<file path="config.mk">
export PLATFORM = sky130hd
export DESIGN_NAME = mbt_mac
export DESIGN_NICKNAME = d
export VERILOG_FILES = /design/src/hw/rtl/mbt_pkg.sv /design/src/hw/rtl/mbt_mac.sv
export VERILOG_INCLUDE_DIRS = /design/src /design/src/hw/rtl
export SDC_FILE = /design/constraint.sdc
export NUM_CORES = 2
export LEC_CHECK = 0
export BUFFER_PORTS_ARGS = -buffer_cell sky130_fd_sc_hd__buf_2
export CAP_MARGIN = 20
export CORE_MARGIN = 2
export CORE_UTILIZATION = 60
export CTS_BUF_LIST = sky130_fd_sc_hd__clkbuf_4 sky130_fd_sc_hd__clkbuf_8
export DETAILED_ROUTE_END_ITERATION = 10
export HOLD_SLACK_MARGIN = 0.12
export PLACE_DENSITY = 0.79
export SYNTH_ARGS = -nofsm -noshare
export SYNTH_HDL_FRONTEND = slang
export SYNTH_SLANG_ARGS = --single-unit
</file>
<file path="constraint.sdc">
create_clock -name clk -period 18 [get_ports clk]
set_input_delay 1.8 -clock clk [delete_from_list [all_inputs] [get_ports clk]]
set_output_delay 1.8 -clock clk [all_outputs]
set_load 0.05 [all_outputs]
</file>
<file path="src/hw/rtl/assert_macros.svh">
// ----------------------------------------------------------------------------
// assert_macros: assertion shorthands shared by the trainer rtl
// ----------------------------------------------------------------------------
`ifndef ASSERT_MACROS_SVH
`define ASSERT_MACROS_SVH

// property must hold at every rising clock edge outside reset
`define ASSERT_AT(lbl, clk_s, rst_s, prop, msg) \
  lbl: assert property (@(posedge clk_s) disable iff (rst_s) (prop)) else $error(msg);

// condition must never be seen outside reset
`define ASSERT_NEVER(lbl, clk_s, rst_s, cond, msg) \
  `ASSERT_AT(lbl, clk_s, rst_s, !(cond), msg)

`endif

</file>
<file path="src/hw/rtl/mbt_pkg.sv">
// ----------------------------------------------------------------------------
// mbt_pkg: shared types, codes and arithmetic helpers of the trainer
// Q8.16 helpers, tanh table, cell record and sequencer codes.
// ----------------------------------------------------------------------------
package mbt_pkg;

  localparam int HIDDEN_UNITS_DEF = 8;
  localparam int Q_W      = 24;
  localparam int OPA_W    = 40;
  localparam int OPB_W    = 24;
  localparam int ACC_W    = 64;
  localparam int RQ_W     = 48;
  localparam int S_TDATA_W = 104;
  localparam int M_TDATA_W = 48;

  localparam logic [1:0] MODE_TRAIN = 2'd1;
  localparam logic [1:0] MODE_LOAD  = 2'd2;

  typedef enum logic [2:0] {
    REG_BIAS_LEVEL    = 3'd0,
    REG_RATE_HIDDEN   = 3'd1,
    REG_RATE_OUTPUT   = 3'd2,
    REG_WEIGHT_LIMIT  = 3'd3,
    REG_HIDDEN_IN_USE = 3'd4
  } cfg_reg_t;

  typedef enum logic [3:0] {
    ST_IDLE, ST_LOADW, ST_FETCH, ST_ISSUE, ST_WAIT,
    ST_POST, ST_SHIFT, ST_PRED, ST_ERR, ST_DONE
  } state_t;

  typedef enum logic [1:0] {PASS_FWD, PASS_RATE, PASS_OUT, PASS_HID} pass_t;

  typedef enum logic [1:0] {FIELD_W0, FIELD_W1, FIELD_W2, FIELD_WO} field_t;

  // weights of one hidden unit plus its last activation
  typedef struct packed {
    logic signed [Q_W-1:0] w0;
    logic signed [Q_W-1:0] w1;
    logic signed [Q_W-1:0] w2;
    logic signed [Q_W-1:0] wo;
    logic signed [17:0]    h;
  } cell_t;

  typedef struct packed {
    field_t                field;
    logic signed [Q_W-1:0] value;
  } cell_wr_t;

  // round a Q32.32 product to Q32.16 (add half, floor)
  function automatic logic signed [RQ_W-1:0] rnd16(input logic signed [ACC_W-1:0] v);
    return RQ_W'((v + 64'sd32768) >>> 16);
  endfunction

  function automatic logic signed [Q_W-1:0] sat24(input logic signed [48:0] v);
    if (v > 49'sd8388607) begin
      return 24'sh7FFFFF;
    end else if (v < -49'sd8388608) begin
      return 24'sh800000;
    end
    return v[Q_W-1:0];
  endfunction

  // weight minus a rounded change, kept wide
  function automatic logic signed [48:0] sub_w(input logic signed [Q_W-1:0] w,
                                               input logic signed [RQ_W-1:0] r);
    return 49'(w) - 49'(r);
  endfunction

  function automatic logic [16:0] tanh_tab(input logic [4:0] k);
    case (k)
      5'd0:  return 17'd0;
      5'd1:  return 17'd16051;
      5'd2:  return 17'd30286;
      5'd3:  return 17'd41625;
      5'd4:  return 17'd49912;
      5'd5:  return 17'd55593;
      5'd6:  return 17'd59320;
      5'd7:  return 17'd61694;
      5'd8:  return 17'd63179;
      5'd9:  return 17'd64096;
      5'd10: return 17'd64659;
      5'd11: return 17'd65003;
      5'd12: return 17'd65212;
      5'd13: return 17'd65339;
      5'd14: return 17'd65417;
      5'd15: return 17'd65464;
      default: return 17'd65492;
    endcase
  endfunction

  // tanh by table and floored interpolation on the magnitude
  function automatic logic signed [17:0] tanh_q(input logic signed [RQ_W-1:0] x);
    logic [RQ_W-1:0] m;
    logic [3:0]      k;
    logic [16:0]     y0;
    logic [16:0]     y1;
    logic [30:0]     pr;
    logic [16:0]     y;
    m  = x[RQ_W-1] ? RQ_W'(-x) : RQ_W'(x);
    k  = m[17:14];
    y0 = tanh_tab({1'b0, k});
    y1 = tanh_tab({1'b0, k} + 5'd1);
    pr = 31'(y1 - y0) * 31'(m[13:0]);
    y  = y0 + 17'(pr >> 14);
    if (m >= 48'd262144) begin
      y = 17'd65492;
    end
    return x[RQ_W-1] ? -$signed({1'b0, y}) : $signed({1'b0, y});
  endfunction

endpackage

</file>
<file path="src/hw/rtl/mbt_mac.sv">
// ----------------------------------------------------------------------------
// mbt_mac: shared multiply-accumulate unit
// 40x24 signed product in two 21x24 halves, exact 64-bit accumulate and a
// rounded Q32.16 copy of the sum.
// ----------------------------------------------------------------------------
`include "assert_macros.svh"

module mbt_mac (
  input  logic                               clk,
  input  logic                               rst,
  input  logic                               start,
  input  logic                               clr,
  input  logic signed [mbt_pkg::OPA_W-1:0]   a,
  input  logic signed [mbt_pkg::OPB_W-1:0]   b,
  output logic signed [mbt_pkg::ACC_W-1:0]   acc,
  output logic signed [mbt_pkg::RQ_W-1:0]    rq,
  output logic                               busy,
  output logic                               done
);
  import mbt_pkg::*;

  typedef enum logic [2:0] {PH_IDLE, PH_LO, PH_HI, PH_TOP, PH_RND} mac_phase_t;

  mac_phase_t              phase;
  logic signed [OPA_W-1:0] a_r;
  logic signed [OPB_W-1:0] b_r;
  logic                    clr_r;
  logic signed [20:0]      mul_a;
  logic signed [44:0]      prod;
  logic signed [44:0]      p;

  // low half unsigned, high half signed
  always_comb begin
    mul_a = (phase == PH_LO) ? $signed({1'b0, a_r[19:0]}) : $signed({a_r[39], a_r[39:20]});
  end
  assign prod = mul_a * b_r;
  assign busy = (phase != PH_IDLE);

  // control
  always_ff @(posedge clk) begin
    if (rst) begin
      phase <= PH_IDLE;
      done  <= 1'b0;
    end else begin
      done <= 1'b0;
      unique case (phase)
        PH_IDLE: if (start) phase <= PH_LO;
        PH_LO:   phase <= PH_HI;
        PH_HI:   phase <= PH_TOP;
        PH_TOP:  phase <= PH_RND;
        PH_RND: begin
          phase <= PH_IDLE;
          done  <= 1'b1;
        end
        default: phase <= PH_IDLE;
      endcase
    end
  end

  // datapath
  always_ff @(posedge clk) begin
    case (phase)
      PH_IDLE: begin
        if (start) begin
          a_r   <= a;
          b_r   <= b;
          clr_r <= clr;
        end
      end
      PH_LO: p <= prod;
      PH_HI: begin
        acc <= (clr_r ? '0 : acc) + ACC_W'(p);
        p   <= prod;
      end
      PH_TOP: acc <= acc + (ACC_W'(p) <<< 20);
      PH_RND: rq <= rnd16(acc);
      default: p <= p;
    endcase
  end

  `ASSERT_NEVER(a_mac_start_busy, clk, rst, start && busy, "mac started while busy")

endmodule

</file>
# Word level (Yosys, flattened, before mapping)

Index checks and enable logic that the tools add are counted.

Equal/unequal tests: 5
Muxes and demuxes: 6
Reduce and logical (&&, ||, !) cells: 5
Multiply operators: 1
Add/subtract/negate cells: 3

Operator list:

| cell                                                                  | number |
|---|---|
| 64-bit adder                                                          | 2 |
| 64-bit one-hot mux with 2 select lines                                | 1 |
| 64-bit by 17-bit adder with 64-bit output, second input constant      | 1 |
| 64-bit 2-to-1 mux                                                     | 1 |
| 21-bit by 24-bit multiplier with 45-bit output                        | 1 |
| 21-bit 2-to-1 mux                                                     | 1 |
| 3-bit one-hot mux with 4 select lines                                 | 1 |
| 3-bit by 2-bit equality test with 1-bit output, second input constant | 2 |
| 3-bit by 1-bit equality test with 1-bit output, second input constant | 1 |
| 3-bit equality test, second input constant                            | 1 |
| 3-bit logical NOT                                                     | 1 |
| 3-bit 2-to-1 mux                                                      | 1 |
| 3-bit nonzero test                                                    | 1 |
| 2-bit inequality test, second input constant                          | 1 |
| 2-bit AND reduction                                                   | 1 |
| 2-bit nonzero test                                                    | 1 |
| 2-bit OR reduction                                                    | 1 |
| 1-bit 2-to-1 mux                                                      | 1 |

Input port bits: 68
Output and inout port bits: 114
Bits in registers: 226

# Logic depth before layout (Yosys ltp)

Depth in word-level cells: 3
Gate-level depth with buffers: 32
Depth with buffers taken out: 29

# Worst setup path after synthesis

OpenSTA, ideal clock, no wires.

Path type: register -> register
Start point: reg phase[0]
End point: reg p[44], data pin
Path buffers: 3
Stages on the path, launching flop included: 29
Period minus slack after synthesis: 8.211 ns
Required time: 17.740 ns
Setup time: 0.260 ns
Setup slack: 9.789 ns
Arrival: 7.951 ns
Cells stage by stage: dfxtp_1 -> clkbuf_1 -> nor3b_1 -> clkbuf_1 -> mux2i_1 -> clkbuf_1 -> nor2b_1 -> fa_1 -> fa_1 -> inv_1 -> fa_1 -> inv_1 -> fa_1 -> fa_1 -> fa_1 -> inv_1 -> fa_1 -> inv_1 -> ha_1 -> and3_1 -> a221oi_1 -> o21ai_1 -> a21oi_2 -> o31ai_4 -> a41oi_2 -> o31ai_4 -> a221oi_4 -> o21ai_1 -> xnor2_1

Word-level cells in the longest chain between the ends: 3

RTL lines:

| item                                           | line          | text |
|---|---|---|
| from (decl)                                    | mbt_mac.sv:24 | `mac_phase_t phase;` |
| from (signal assigned)                         | mbt_mac.sv:42 | `phase <= PH_IDLE;` |
| from (signal assigned)                         | mbt_mac.sv:47 | `PH_IDLE: if (start) phase <= PH_LO;` |
| from (signal assigned)                         | mbt_mac.sv:48 | `PH_LO: phase <= PH_HI;` |
| 3-bit by 1-bit equality test with 1-bit output | mbt_mac.sv:34 | `mul_a = (phase == PH_LO) ? $signed({1'b0, a_r[19:0]}) : $signed({a_r[39], a_r[39:20]});` |
| 21-bit 2-to-1 mux                              | mbt_mac.sv:34 |  |
| 21-bit by 24-bit multiplier with 45-bit output | mbt_mac.sv:36 | `assign prod = mul_a * b_r;` |
| named net prod[44]                             | mbt_mac.sv:29 | `logic signed [44:0] prod;` |
| to (signal assigned)                           | mbt_mac.sv:70 | `PH_LO: p <= prod;` |
| to (signal assigned)                           | mbt_mac.sv:73 | `p <= prod;` |
| to (signal assigned)                           | mbt_mac.sv:77 | `default: p <= p;` |
| to (decl)                                      | mbt_mac.sv:30 | `logic signed [44:0] p;` |

The timed path passes the listed nets, and every way through them passes these cells.
A chain may end at the register's enable or synchronous reset.

# Final worst setup path

Same ends and word-level chain as after synthesis.

==> impl_metrics.tcl <==
set metrics [dict create \
    status "finished, final reports clean" \
    fin_ws_ns 9.46 \
    grt_start_max_net_pins 66 \
    drtIter0Drc 1517 \
    place.gp.congestion 0.983 \
    initial_utilization_pct 60.4 \
    syn_nets 4278 \
    port-buffer-count 181 \
    met3RoutedLength_microns 6300 \
    clock.fmax_mhz 117 \
    final_core_util_pct 64.5 \
    std_cell_rows 86 \
    final_nets 4380 \
    postRouteAntennaNets 0 \
    vias 24400 \
    overflow 0 \
    final_common_cell "inv_1" \
    final.min_clock_period_ns 8.54 \
    dp_hpwl_microns 65300 \
    final_cell_mix "inv_1, fa_1, nand2_1, ha_1, edfxtp_1" \
    cts.sinks 226 \
    finalCritPeriodShare_pct 47.5 \
    synth.ff_latch_count 226 \
    crit_path_end_kind "register" \
    startpoint_type "register" \
    ys_async_sr_fraction_pct 0 \
    multiInputGateArea_sq_um 23400 \
    r2r_cells 26 \
    finalHoldViolCount 0 \
    path_clk_slew_ns 0.06 \
    cts_max_level 2 \
    drive_gt1_share_pct 9.17 \
    finalSetupTns_ns 0 \
    totalWireLength_microns 81800 \
    ys_warn_count 0 \
    cts_resized 0 \
    register_area_sq_um 6750 \
    num_antenna_cells 0 \
    clk_path_buf_depth 3 \
    syn_inst 3468 \
    ys_types 82 \
    yosysSeqAreaShare_pct 20.4 \
    regToRegEndpoint "p[44]$_DFFE_PP_" \
    io_pins 182 \
    top_layer_used "met4" \
    grt_pass1_vias 25300 \
    finalSetupViolCount 0 \
    whs_endpoint "phase[1]$_SDFFE_PP0P_" \
    arrival_ns 8.90 \
    pre_cts_ws_ns 9.54 \
    die_x_microns 239 \
    required_ns 18.36 \
    hold_class "reg2reg" \
    clk_latency_ns 0.67 \
    route.detailed.drc 0 \
    relSlewSlack_pct 28.5 \
    rsz0062_at_grt "false" \
    core_sq_um 54800 \
    synth_ff_type "edfxtp_1" \
    root_buffer "clkbuf_8" \
    cts_buffers 41 \
    drv_slew 0 \
    cts_setup_buffers 0 \
    wl_met2_microns 39300 \
    r2r_slack_ns 9.46 \
    criticalPathCategory "reg2reg" \
    wl_met1_microns 33000 \
    hp-start "phase[2]$_SDFFE_PP0P_" \
    fillers 4438 \
    syn_area_sq_um 33100 \
    worst_slew_pin_slew_ns 1.07 \
    avgSynthCellArea_sq_um 9.54 \
    holdBufCountCts 0 \
    firstDrtPassIters 6 \
    area_growth_pct 6.70 \
    fp.dieH_microns 239 \
    antenna_found_initial 0 \
    maxCapViolCount 0 \
    die-area_sq_um 57000 \
    clock_skew_ns 0.0736 \
    track_usage_pct 29.6 \
    r2r-start "phase[0]$_SDFFE_PP0P_" \
    vias_per_cell 5.68 \
    cts_tree "built" \
    synth_edf_count 222 \
    crit_fanout 24 \
    hold_depth 1 \
    grt_pass1_wl_microns 131000 \
    wl_per_cell_microns 19.0 \
]
state kept, by name, summed over array words and instances, names as in the netlist:
name	cells
p	45
b_r	24
rq	48
phase	3
a_r	40
clr_r	1
acc	64
done	1
critical path: stages (launching register included):
cell      delay, ns
dfxtp_1        0.48
nor3b_2        0.22
buf_4          0.43
mux2_2         0.63
and2_1         0.29
fa_1           0.43
fa_1           0.50
inv_1          0.06
fa_1           0.49
inv_1          0.07
fa_1           0.49
fa_1           0.50
fa_1           0.48
inv_1          0.05
fa_1           0.47
inv_1          0.04
ha_1           0.35
and3_1         0.25
a221oi_1       0.35
o21ai_1        0.15
a21oi_2        0.28
o31ai_4        0.14
a41oi_2        0.35
o31ai_4        0.14
a221oi_4       0.35
o21ai_1        0.13
xnor2_1        0.14
stage by stage:
stage / hold WS (ns) / instance area, sq um / std cells
after CTS: 0.602 / 35300 / 4303
after detailed placement: 0.597 / 34500 / 4231
after floorplan: 0.470 / 33100 / 3468
after global routing: 0.652 / 35300 / 4303
final: 0.609 / 35300 / 4303
after global placement: 0.561 / 34500 / 4231
synthesized netlist by cell type, types with 25 or more instances:
master / number / share of area (%)
xor2_1: 57 / 1.5
nor2b_1: 146 / 2.8
o21ai_0: 75 / 1.1
nand4_1: 32 / 0.60
ha_1: 224 / 8.5
edfxtp_1: 222 / 20
nor2_1: 141 / 1.6
fa_1: 518 / 31
nand2b_1: 38 / 0.72
clkbuf_1: 123 / 1.4
nand2_1: 386 / 4.4
a21o_1: 92 / 2.1
xnor2_1: 132 / 3.5
o21bai_1: 25 / 0.57
nand3_1: 55 / 0.83
inv_1: 635 / 7.2
and2_1: 150 / 2.8
a21oi_1: 160 / 2.4
per-layer routing:
| layer | track usage, % | vias to the layer above |
|---|---|---|
| met5 | 0 | - |
| met4 | 11.3 | 0 |
| met3 | 4.63 | 219 |
| met2 | 49.8 | 981 |
| met1 | 38.8 | 12000 |
| li1 | - | 11200 |
cell type report:
cell class | instances | area share, %
Clock buffer | 52 | 1.83
Clock inverter | 20 | 0.553
Inverter | 635 | 6.75
Multi-Input combinational cell | 2470 | 66.4
Sequential cell | 226 | 19.1
Tap cell | 704 | 2.49
Timing Repair Buffer | 196 | 2.88
how the worst max path moves through the flow:
stage,startpoint,end
floorplan,phase[0]$_SDFFE_PP0P_,p[44]$_DFFE_PP_
global placement,phase[0]$_SDFFE_PP0P_,p[44]$_DFFE_PP_
detailed placement,phase[0]$_SDFFE_PP0P_,p[39]$_DFFE_PP_
CTS,phase[0]$_SDFFE_PP0P_,p[39]$_DFFE_PP_
global route,phase[0]$_SDFFE_PP0P_,p[44]$_DFFE_PP_
finish,phase[0]$_SDFFE_PP0P_,p[44]$_DFFE_PP_
kinds of logic after synthesis:
logic type	Yosys count	synth area share [%]
and+or+nand+nor	1023	15.2
buffers and inverters	772	8.90
adders and majority gates	742	39.8
AOI/OAI and AO/OA	489	9.81
DFF	226	20.4
xor gates and xnor gates	189	5.00
muxes	27	0.900
Power is left out: the tool's default activity adds up to more than one toggle a clock period on the data nets, which glitch-free logic cannot reach.
