==> config.mk <==
export PLATFORM = sky130hd
export DESIGN_NAME = mbt_cell
export DESIGN_NICKNAME = d
export VERILOG_FILES = /design/src/hw/rtl/assert_macros.svh /design/src/hw/rtl/mbt_pkg.sv /design/src/hw/rtl/mbt_cell.sv
export SDC_FILE = /design/constraint.sdc
export NUM_CORES = 1
export LEC_CHECK = 0
export BUFFER_PORTS_ARGS = -buffer_cell sky130_fd_sc_hd__buf_2
export CAP_MARGIN = 20
export CORE_AREA = 8 8 121 123
export CTS_BUF_LIST = sky130_fd_sc_hd__clkbuf_2
export DETAILED_ROUTE_END_ITERATION = 7
export DIE_AREA = 0 0 129 131
export PLACE_DENSITY = 0.72
export SLEW_MARGIN = 10
export SYNTH_ARGS = -nofsm -noshare
export SYNTH_HDL_FRONTEND = slang
export SYNTH_SLANG_ARGS = --single-unit
==> constraint.sdc <==
create_clock -name clk -period 2 [get_ports clk]
set_clock_uncertainty 0.05 [all_clocks]
set_input_delay 0.3 -clock clk [delete_from_list [all_inputs] [get_ports clk]]
set_output_delay 0.3 -clock clk [all_outputs]
set_load 0.005 [all_outputs]
==> src/hw/rtl/assert_macros.svh <==
// ----------------------------------------------------------------------------
// assert_macros: assertion shorthands shared by the trainer rtl
// ----------------------------------------------------------------------------
`ifndef ASSERT_MACROS_SVH
`define ASSERT_MACROS_SVH

// property must hold at every rising clock edge outside reset
`define ASSERT_AT(lbl, clk_s, rst_s, prop, msg) \
  lbl: assert property (@(posedge clk_s) disable iff (rst_s) (prop)) else $error(msg);

// condition must never be seen outside reset
`define ASSERT_NEVER(lbl, clk_s, rst_s, cond, msg) \
  `ASSERT_AT(lbl, clk_s, rst_s, !(cond), msg)

`endif

==> src/hw/rtl/mbt_pkg.sv <==
// ----------------------------------------------------------------------------
// mbt_pkg: shared types, codes and arithmetic helpers of the trainer
// Q8.16 helpers, tanh table, cell record and sequencer codes.
// ----------------------------------------------------------------------------
package mbt_pkg;

  localparam int HIDDEN_UNITS_DEF = 8;
  localparam int Q_W      = 24;
  localparam int OPA_W    = 40;
  localparam int OPB_W    = 24;
  localparam int ACC_W    = 64;
  localparam int RQ_W     = 48;
  localparam int S_TDATA_W = 104;
  localparam int M_TDATA_W = 48;

  localparam logic [1:0] MODE_TRAIN = 2'd1;
  localparam logic [1:0] MODE_LOAD  = 2'd2;

  typedef enum logic [2:0] {
    REG_BIAS_LEVEL    = 3'd0,
    REG_RATE_HIDDEN   = 3'd1,
    REG_RATE_OUTPUT   = 3'd2,
    REG_WEIGHT_LIMIT  = 3'd3,
    REG_HIDDEN_IN_USE = 3'd4
  } cfg_reg_t;

  typedef enum logic [3:0] {
    ST_IDLE, ST_LOADW, ST_FETCH, ST_ISSUE, ST_WAIT,
    ST_POST, ST_SHIFT, ST_PRED, ST_ERR, ST_DONE
  } state_t;

  typedef enum logic [1:0] {PASS_FWD, PASS_RATE, PASS_OUT, PASS_HID} pass_t;

  typedef enum logic [1:0] {FIELD_W0, FIELD_W1, FIELD_W2, FIELD_WO} field_t;

  // weights of one hidden unit plus its last activation
  typedef struct packed {
    logic signed [Q_W-1:0] w0;
    logic signed [Q_W-1:0] w1;
    logic signed [Q_W-1:0] w2;
    logic signed [Q_W-1:0] wo;
    logic signed [17:0]    h;
  } cell_t;

  typedef struct packed {
    field_t                field;
    logic signed [Q_W-1:0] value;
  } cell_wr_t;

  // round a Q32.32 product to Q32.16 (add half, floor)
  function automatic logic signed [RQ_W-1:0] rnd16(input logic signed [ACC_W-1:0] v);
    return RQ_W'((v + 64'sd32768) >>> 16);
  endfunction

  function automatic logic signed [Q_W-1:0] sat24(input logic signed [48:0] v);
    if (v > 49'sd8388607) begin
      return 24'sh7FFFFF;
    end else if (v < -49'sd8388608) begin
      return 24'sh800000;
    end
    return v[Q_W-1:0];
  endfunction

  // weight minus a rounded change, kept wide
  function automatic logic signed [48:0] sub_w(input logic signed [Q_W-1:0] w,
                                               input logic signed [RQ_W-1:0] r);
    return 49'(w) - 49'(r);
  endfunction

  function automatic logic [16:0] tanh_tab(input logic [4:0] k);
    case (k)
      5'd0:  return 17'd0;
      5'd1:  return 17'd16051;
      5'd2:  return 17'd30286;
      5'd3:  return 17'd41625;
      5'd4:  return 17'd49912;
      5'd5:  return 17'd55593;
      5'd6:  return 17'd59320;
      5'd7:  return 17'd61694;
      5'd8:  return 17'd63179;
      5'd9:  return 17'd64096;
      5'd10: return 17'd64659;
      5'd11: return 17'd65003;
      5'd12: return 17'd65212;
      5'd13: return 17'd65339;
      5'd14: return 17'd65417;
      5'd15: return 17'd65464;
      default: return 17'd65492;
    endcase
  endfunction

  // tanh by table and floored interpolation on the magnitude
  function automatic logic signed [17:0] tanh_q(input logic signed [RQ_W-1:0] x);
    logic [RQ_W-1:0] m;
    logic [3:0]      k;
    logic [16:0]     y0;
    logic [16:0]     y1;
    logic [30:0]     pr;
    logic [16:0]     y;
    m  = x[RQ_W-1] ? RQ_W'(-x) : RQ_W'(x);
    k  = m[17:14];
    y0 = tanh_tab({1'b0, k});
    y1 = tanh_tab({1'b0, k} + 5'd1);
    pr = 31'(y1 - y0) * 31'(m[13:0]);
    y  = y0 + 17'(pr >> 14);
    if (m >= 48'd262144) begin
      y = 17'd65492;
    end
    return x[RQ_W-1] ? -$signed({1'b0, y}) : $signed({1'b0, y});
  endfunction

endpackage

==> src/hw/rtl/mbt_cell.sv <==
// ----------------------------------------------------------------------------
// mbt_cell: one hidden unit's storage in the weight ring
// Holds three input weights, the output weight and the activation, and
// hands them to its neighbor on every ring shift.
// ----------------------------------------------------------------------------
module mbt_cell (
  input  logic             clk,
  input  logic             rst,
  input  logic             shift,
  input  mbt_pkg::cell_t   d,
  input  logic             wr_en,
  input  mbt_pkg::cell_wr_t wr,
  output mbt_pkg::cell_t   q
);
  import mbt_pkg::*;

  // direct load has priority, otherwise take the neighbor on shift
  always_ff @(posedge clk) begin
    if (rst) begin
      q <= '0;
    end else if (wr_en) begin
      unique case (wr.field)
        FIELD_W0: q.w0 <= wr.value;
        FIELD_W1: q.w1 <= wr.value;
        FIELD_W2: q.w2 <= wr.value;
        FIELD_WO: q.wo <= wr.value;
        default:  q.wo <= q.wo;
      endcase
    end else if (shift) begin
      q <= d;
    end
  end

endmodule

==> Flow_metrics.wiki, run 1 <==
{| class="wikitable"
! Metric !! Value
|-
| CTS sink cnt || 114
|-
| Number of core rows || 42
|-
| Number of warnings reported in the yosys synthesis log || 0
|-
| Starting density of the core || 39.51%
|-
| Error msg || [ERROR RSZ-0060] Max buffer count reached.
|-
| Detailed-placement wirelength estimate || 13.21 mm
|-
| Last stage reached || 4_1_cts
|-
| Synth Instances || 555
|-
| Maximum root-to-sink buffer count || 2
|-
| Die span in x || 129 µm
|-
| Proportion of register bits with asynchronous set or reset after synthesis || 0%
|-
| Buffers added on ports || 257
|-
| Final weighted congestion of routability-driven global placement || 0.7972
|-
| Clock buffers created by TritonCTS || 17
|-
| Die Height || about 130 µm
|-
| Synthesis-stage register bit count || approximately 110
|-
| Flip-flop cell with the highest count after synthesis || sky130_fd_sc_hd__dfxtp_1
|-
| Result of the run || aborted with a tool error
|-
| Number of I/O pins || 258
|-
| Synth Area per Inst || 9.166 µm²
|-
| Total setup buffers inserted after CTS || 0
|-
| Count of distinct cell types in the synthesized netlist || 16
|-
| Netlist area before placement || 5087 µm²
|-
| Synthesized net count || 699
|-
| Hold-fix buffers, CTS || 195
|-
| Seq/Total Area, Yosys || 44.86%
|-
| H-Tree Level Count || 4
|-
| Root buffer cell || sky130_fd_sc_hd__clkbuf_2
|-
| Number of flops mapped to enable cells by yosys || 0
|-
| Number of instances resized during post-cts repair || 0
|}
==> cell families after synthesis <==
family                 synth area share [%]
DFF                                   44.86
buffers and inverters                 7.058
and+or+nand+nor                       22.41
AOI/OAI and AO/OA                     25.68
==> metrics by stage <==
| step | cell area (µm²) | setup slack, ns | util [%] | instances |
|---|---|---|---|---|
| 3_5_place_dp | 6436 | 0.3489 | 49.99 | 941 |
| 3_3_place_gp | 6436 | 0.3974 | 49.99 | 941 |
| 2_1_floorplan | 5087 | 0.5114 | - | 555 |
==> synthesized netlist by cell type (2+ instances only) <==
master                     instances  area (µm²)
sky130_fd_sc_hd__nand2_1         156       585.6
sky130_fd_sc_hd__dfxtp_1         114        2282
sky130_fd_sc_hd__nor3_1           96       480.5
sky130_fd_sc_hd__a311oi_2         60       900.9
sky130_fd_sc_hd__clkbuf_1         42       157.7
sky130_fd_sc_hd__a311oi_1         36       315.3
sky130_fd_sc_hd__a21oi_1          18       90.09
sky130_fd_sc_hd__buf_6            13       146.4
sky130_fd_sc_hd__buf_2             8       40.04
sky130_fd_sc_hd__or2_1             4       25.02
sky130_fd_sc_hd__and3b_1           2       17.52
sky130_fd_sc_hd__buf_4             2       15.01
==> inputs of run 2 (changes only) <==
- CORE_AREA: 8 8 121 123 -> 8 8 149 151
- CTS_BUF_LIST: sky130_fd_sc_hd__clkbuf_2 -> default
- DIE_AREA: 0 0 129 131 -> 0 0 157 159
- PLACE_DENSITY: 0.72 -> default
- PLACE_DENSITY_LB_ADDON: default -> 0.15
==> Flow_metrics.wiki, run 2 <==
{| class="wikitable"
! Metric !! Value
|-
| Total instance count after detailed placement || 1039 (+10%)
|-
| Synth-to-layout area growth || 42.28%
|-
| Kind of end point of the critical path || register
|-
| Skew-Pair Late Insertion Delay || roughly 0.4 ns
|-
| Antenna viol nets, final || 0
|-
| Peak supply drop || 0.0004974 V
|-
| Vias per Instance || 4.760
|-
| Flip-flop cell with the highest count after synthesis || sky130_fd_sc_hd__dfxtp_1
|-
| Max-cap violations || 0
|-
| Worst Setup Start Kind || primary input
|-
| Floorplan die area || 24960 µm²
|-
| Number of instances resized during post-cts repair || 0 (unchanged)
|-
| Largest net degree at the start of global routing || between 90 and 100
|-
| Hold-fix buffers, CTS || 0 (-100%)
|-
| Final WL || about 21 mm
|-
| Final worst path period need || 1.322 ns
|-
| Number of core rows || 52 (+24%)
|-
| Cells taking the most area after synthesis || sky130_fd_sc_hd__dfxtp_1, sky130_fd_sc_hd__a311oi_2, sky130_fd_sc_hd__nand2_1, sky130_fd_sc_hd__nor3_1, sky130_fd_sc_hd__a311oi_1
|-
| Final total negative setup slack || 0 ns
|-
| Largest register FFs || 114
|-
| Ratio of total power to cell area || 968.9 nW/µm²
|-
| Biggest registers after layout || q x114
|-
| CTS tree || done
|-
| Global-route wire length before repair || 31.53 mm
|-
| Synth Area per Inst || 9.166 µm² (unchanged)
|-
| Post-route non-filler standard cell count || 1071
|-
| RSZ-0062 raised after global routing || false
|-
| Longest individual stage delay on the worst path || 0.38 ns
|-
| Proportion of netlist area held by the largest area contributor || 44.86% (unchanged)
|-
| Buffers added on ports || 257 (unchanged)
|-
| Fin. max-slew vios || 0
|-
| Post-Place Setup Slack || 0.2389 ns (-0.1100 ns)
|-
| Final worst setup slack || just under 0.7 ns
|-
| Filler cell count || 2137
|-
| Area after DPL || 6584 µm² (+2.3%)
|-
| Post-route DRC violation count || 0
|-
| Global-route usage over all layers || 16.43%
|-
| Starting density of the core || 25.64% (-14 points)
|-
| Count of distinct cell types in the synthesized netlist || 16 (unchanged)
|-
| Fraction of layout cells with a size suffix above 1 || 46.19%
|-
| Number of flops mapped to enable cells by yosys || 0 (unchanged)
|-
| Synth Instances || 555 (unchanged)
|-
| Worst Path Buf+Inv || 2
|-
| Worst-path clk slew || approximately 0.05 ns
|-
| Root buffer cell || sky130_fd_sc_hd__clkbuf_16
|-
| Result of the run || complete, no violations
|-
| Storage cell area || 2282 µm²
|-
| Synthesized net count || 699 (unchanged)
|-
| Post-route fraction of the period consumed by the critical path || 66.08%
|-
| Detailed-placement wirelength estimate || 15.39 mm (+17%)
|-
| Register with the most flip-flops || q
|-
| CTS sink cnt || 114 (unchanged)
|-
| Seq/Total Area, Yosys || 44.86% (unchanged)
|-
| Die span in x || 157 µm (+22%)
|-
| Synthesis-stage register bit count || 114 (unchanged)
|-
| Worst EP required || approximately 2.3 ns
|-
| WL/cell || approximately 20 µm
|-
| Transition at the pin with the smallest max-transition slack || 0.4532 ns
|-
| Path type of the worst setup path || primary input to register
|-
| Setup violations, final || 0
|-
| Number of inserted diodes || 0
|-
| Final weighted congestion of routability-driven global placement || 0.7457 (-6.5%)
|-
| Via count of the first global-routing pass || 5341
|-
| Placeable core region || 19840 µm²
|-
| Most used standard cell by instance count after synthesis || sky130_fd_sc_hd__nand2_1
|-
| Commonest cells after routing, fill and taps aside || sky130_fd_sc_hd__buf_2, sky130_fd_sc_hd__nand2_1, sky130_fd_sc_hd__dfxtp_1
|-
| Maximum root-to-sink buffer count || 2 (unchanged)
|-
| Clock buffers created by TritonCTS || 17 (unchanged)
|-
| Cell area after layout || between 7000 and 8000 µm²
|-
| Netlist area before placement || 5087 µm² (unchanged)
|-
| Endpoint arrival time on the critical path || around 1.6 ns
|-
| H-Tree Level Count || 4 (unchanged)
|-
| Most frequent standard cell in the layout excluding fill and tap cells || sky130_fd_sc_hd__buf_2
|-
| Hold/Removal Path Class || primary input to register
|-
| CP Cell Sequence || buf_2 > nor2b_4 > buf_12 > nand2_1 > a311oi_2
|-
| Total setup buffers inserted after CTS || 0 (unchanged)
|-
| Number of search-and-repair iterations in the first detailed-routing pass || 4
|-
| Number of warnings reported in the yosys synthesis log || 0 (unchanged)
|-
| Top cells by count, synth || sky130_fd_sc_hd__nand2_1, sky130_fd_sc_hd__dfxtp_1, sky130_fd_sc_hd__nor3_1
|-
| Initial antenna violation count || 1
|-
| F_max || 756.6 MHz
|-
| Largest delay contributor family on the critical path || buffers and inverters
|-
| Largest fanout on the critical path || 98
|-
| Library cell contributing the largest single delay on the critical path || sky130_fd_sc_hd__buf_12
|-
| Hold Violations, Final || 0
|-
| Starting DRC count in detailed routing || 225
|-
| GRT Residual Overflow || 0
|-
| Cell taking the most area after synthesis || sky130_fd_sc_hd__dfxtp_1
|-
| Final net count || 932
|-
| Proportion of register bits with asynchronous set or reset after synthesis || 0% (unchanged)
|-
| Total number of vias || 5098
|-
| Leakage dissipation || around 0.0031 µW
|-
| Number of I/O pins || 258 (unchanged)
|-
| Die Height || 159 µm (+21%)
|-
| Headroom to the max-slew limit || approximately 70%
|-
| Multi-input logic area || around 2500 µm²
|}
==> run 2: path summary, 6_finish.rpt <==
| kind | depth (start not counted) | to | slack, ns | from |
|---|---|---|---|---|
| max | 5 | q[31] | 0.68 | wr_en |
| min | 3 | q[14] | 0.08 | d[14] |
| max reg2reg | 2 | q[31] | 1.16 | q[31] |
| min reg2reg | 2 | q[7] | 0.40 | q[7] |
==> run 2: cells by family (layout without fill, tap and decap cells) <==
group,count (synthesis),after routing,synth area share [%]
and+or+nand+nor,262,262,22.41
AOI/OAI and AO/OA,114,114,25.68
DFF,114,114,44.86
buffers and inverters,65,311,7.058
==> run 2: area by class of cell <==
cell class              count  share of cell area [%]
clock buffers              23                   6.603
well taps                 270                   4.667
clock inverters             9                   2.437
multi-input cells         376                   33.98
repair buffers            279                   20.78
flip-flops and latches    114                   31.53
==> run 2: per-stage QoR <==
stage	hold WS [ns]	power, µW	utilization [%]
after floorplan	0.3860	3181	-
after global placement	0.3923	3681	33.18
after detailed placement	0.3964	3679	33.18
after CTS	0.05633	7108	36.48
after global routing	0.06365	7324	36.48
final	0.07582	7013	36.48
==> run 2: worst register-to-register path, stage by stage (launching register included) <==
cell,delay [ns]
sky130_fd_sc_hd__dfxtp_1,0.33
sky130_fd_sc_hd__nor3_1,0.25
sky130_fd_sc_hd__a311oi_2,0.07
==> run 2: where the power goes <==
| part | switching, µW | internal [µW] |
|---|---|---|
| Combinational | 598 | 476 |
| Sequential | 91.1 | 2450 |
| Clock | 1090 | 2310 |
| Total | 1780 | 5240 |
==> run 2: metal layers <==
layer  vias to the layer above  global-route usage [%]  part of all wire [%]  wire length [µm]
met4                         2                   3.278                  0.60               127
li1                       2508                       -                     -                 -
met3                        13                   5.619                   7.0              1463
met1                      2399                   21.38                    47              9887
met2                       176                   25.83                    45              9520
met5                         -                       0                 0.048                10
Note: power is estimated with default switching activity, not from simulation.
==> inputs of run 3 (changes only) <==
- clock period: 2 -> 1.2 ns (I/O delays scaled with it)
==> Flow_metrics.wiki, run 3 (synthesis results as in run 2) <==
{| class="wikitable"
! Metric !! Value
|-
| Fin. max-slew vios || 0 (unchanged)
|-
| Starting DRC count in detailed routing || 364 (+62%)
|-
| Logic depth of the worst register-to-register path || 2 (unchanged)
|-
| Leakage dissipation || 0.003431 µW (+12%)
|-
| Number of search-and-repair iterations in the first detailed-routing pass || 4 (unchanged)
|-
| Path type of the worst setup path || register to primary output
|-
| Largest register FFs || 114 (unchanged)
|-
| Largest delay contributor family on the critical path || flip-flops
|-
| Longest individual stage delay on the worst path || 0.37 ns (about the same)
|-
| Die Height || 159 µm (unchanged)
|-
| Placeable core region || 19840 µm² (unchanged)
|-
| Initial antenna violation count || 0 (-1)
|-
| Hold Violations, Final || 0 (unchanged)
|-
| Post-route DRC violation count || 0 (unchanged)
|-
| Commonest cells after routing, fill and taps aside || sky130_fd_sc_hd__buf_2, sky130_fd_sc_hd__nand2_1, sky130_fd_sc_hd__dfxtp_1
|-
| CP Cell Sequence || buf_2
|-
| Die span in x || 157 µm (unchanged)
|-
| Stages on the worst setup path || 1 (-4)
|-
| Global-route usage over all layers || 17.18% (+0.75 points)
|-
| CTS sink cnt || 114 (unchanged)
|-
| H-Tree Level Count || 4 (unchanged)
|-
| Hold-fix buffers, CTS || 60 (+60)
|-
| Worst hold stages || 3 (unchanged)
|-
| Total setup buffers inserted after CTS || 0 (unchanged)
|-
| Number of core rows || 52 (unchanged)
|-
| Setup violations, final || 0 (unchanged)
|-
| Fraction of layout cells with a size suffix above 1 || 44.38% (-1.8 points)
|-
| Storage cell area || 2282 µm² (unchanged)
|-
| Final net count || 1013 (+8.7%)
|-
| Kind of end point of the critical path || primary output
|-
| Ratio of total power to cell area || 1417 nW/µm² (+46%)
|-
| Final core area utilization || 40.75% (+4.3 points)
|-
| Final weighted congestion of routability-driven global placement || 0.7421 (-0.48%)
|-
| Final hold slack || 0.01173 ns (-0.06408 ns)
|-
| Root buffer cell || sky130_fd_sc_hd__clkbuf_16
|-
| Vias per Instance || 4.712 (-1.0%)
|-
| Number of instances resized during post-cts repair || 0 (unchanged)
|-
| Worst Path Buf+Inv || 1 (-1)
|-
| F_max || 880.5 MHz
|-
| Multi-input logic area || 2465 µm² (+0.20%)
|-
| Register with the most flip-flops || q
|-
| WL/cell || 18.58 µm (-5.3%)
|-
| Transition at the pin with the smallest max-transition slack || 0.3622 ns (-0.09102 ns)
|-
| Worst Setup Start Kind || register
|-
| Final worst path period need || 1.136 ns
|-
| Largest net degree at the start of global routing || 49 (-51%)
|-
| Post-route non-filler standard cell count || 1151 (+7.5%)
|-
| Synth-to-layout area growth || 58.95%
|-
| Final WL || 21.39 mm (+1.8%)
|-
| Library cell contributing the largest single delay on the critical path || sky130_fd_sc_hd__dfxtp_1
|-
| Biggest registers after layout || q x114
|-
| Via count of the first global-routing pass || 5781 (+8.2%)
|-
| Headroom to the max-slew limit || 75.79% (+6.0 points)
|-
| Worst EP required || 0.97 ns (-1.30 ns)
|-
| Number of I/O pins || 258 (unchanged)
|-
| Cell area after layout || 8087 µm² (+12%)
|-
| Peak supply drop || 0.0008415 V (+69%)
|-
| Largest fanout on the critical path || 2 (-98%)
|-
| Clock buffers created by TritonCTS || 17 (unchanged)
|-
| Endpoint arrival time on the critical path || 0.91 ns (-0.68 ns)
|-
| Global-route wire length before repair || 33.45 mm (+6.1%)
|-
| RSZ-0062 raised after global routing || false
|-
| Max-cap violations || 0 (unchanged)
|-
| Filler cell count || 2030 (-5.0%)
|-
| Result of the run || complete, no violations
|-
| CTS tree || done
|-
| Maximum root-to-sink buffer count || 2 (unchanged)
|-
| Antenna viol nets, final || 0 (unchanged)
|-
| Buffers added on ports || 257 (unchanged)
|-
| Area after DPL || 6897 µm² (+4.8%)
|-
| Total number of vias || 5424 (+6.4%)
|-
| Sum of internal, switching and leakage power || 11460 µW (+63%)
|-
| Detailed-placement wirelength estimate || 15.82 mm (+2.8%)
|-
| Total instance count after detailed placement || 1060 (+2.0%)
|-
| Hold/Removal Path Class || primary input to register
|-
| Skew-Pair Late Insertion Delay || 0.40 ns (about the same)
|-
| Number of inserted diodes || 0 (unchanged)
|-
| Starting density of the core || 25.64% (unchanged)
|-
| Worst-path clk slew || 0.05 ns (about the same)
|-
| GRT Residual Overflow || 0 (unchanged)
|-
| Post-route fraction of the period consumed by the critical path || between 90% and 100%
|-
| Floorplan die area || 24960 µm² (unchanged)
|-
| Most frequent standard cell in the layout excluding fill and tap cells || sky130_fd_sc_hd__buf_2
|}
## run 3: cell types whose count changed in the layout (fill, tap and decap cells not counted), moves of 2 or more
cell | before | now
sky130_fd_sc_hd__dlygate4sd3_1 | 0 | 60
sky130_fd_sc_hd__clkbuf_1 | 3 | 6
sky130_fd_sc_hd__buf_4 | 19 | 28
sky130_fd_sc_hd__or2_1 | 4 | 1
sky130_fd_sc_hd__or2_2 | 0 | 3
sky130_fd_sc_hd__bufinv_16 | 5 | 3
sky130_fd_sc_hd__buf_12 | 4 | 16
## run 3: routing by layer
metal / wire (µm) / vias to the layer above / GRT usage, %
met4: 251 / 0 / 4.808
met5: 0 / - / 0
met1: 9218 / 2560 / 21.85
met2: 10230 / 181 / 27.83
met3: 1682 / 13 / 4.750
li1: - / 2670 / -
## run 3: stage by stage
| stage | worst slack [ns] | setup TNS (ns) |
|---|---|---|
| 2_1_floorplan | -0.1584 | -9.814 |
| 3_3_place_gp | -0.3005 | -23.47 |
| 3_5_place_dp | -0.2906 | -24.62 |
| 4_1_cts | 0.05106 | 0 |
| 5_1_grt | 0.01904 | 0 |
| 6_report | 0.06425 | 0 |
## run 3: report_power, final
group | switching (µW) | internal, µW | total, µW
logic | 1040 | 1030 | 2070
registers | 152 | 4080 | 4240
clock network | 1730 | 3420 | 5150
## run 3: final timing paths
path,from,to,slack [ns]
setup / recovery,q[81],q[81],0.06
hold / removal,d[108],q[108],0.01
setup reg to reg,q[65],q[65],0.37
hold reg to reg,q[15],q[15],0.40
## run 3: final cells by class
type	count	area share, %
Timing Repair Buffer	360	29.83
Tap cell	270	4.178
Multi-Input combinational cell	376	30.48
Clock inverter	5	1.238
Clock buffer	26	6.050
Sequential cell	114	28.22
## run 3: worst min-delay path, delay by kind of cell
| family | cells | cell delay, ns |
|---|---|---|
| buffers and inverters | 1 | 0.10 |
| AO/OA/AOI/OAI | 1 | 0.08 |
| AND/OR/NAND/NOR | 1 | 0.05 |
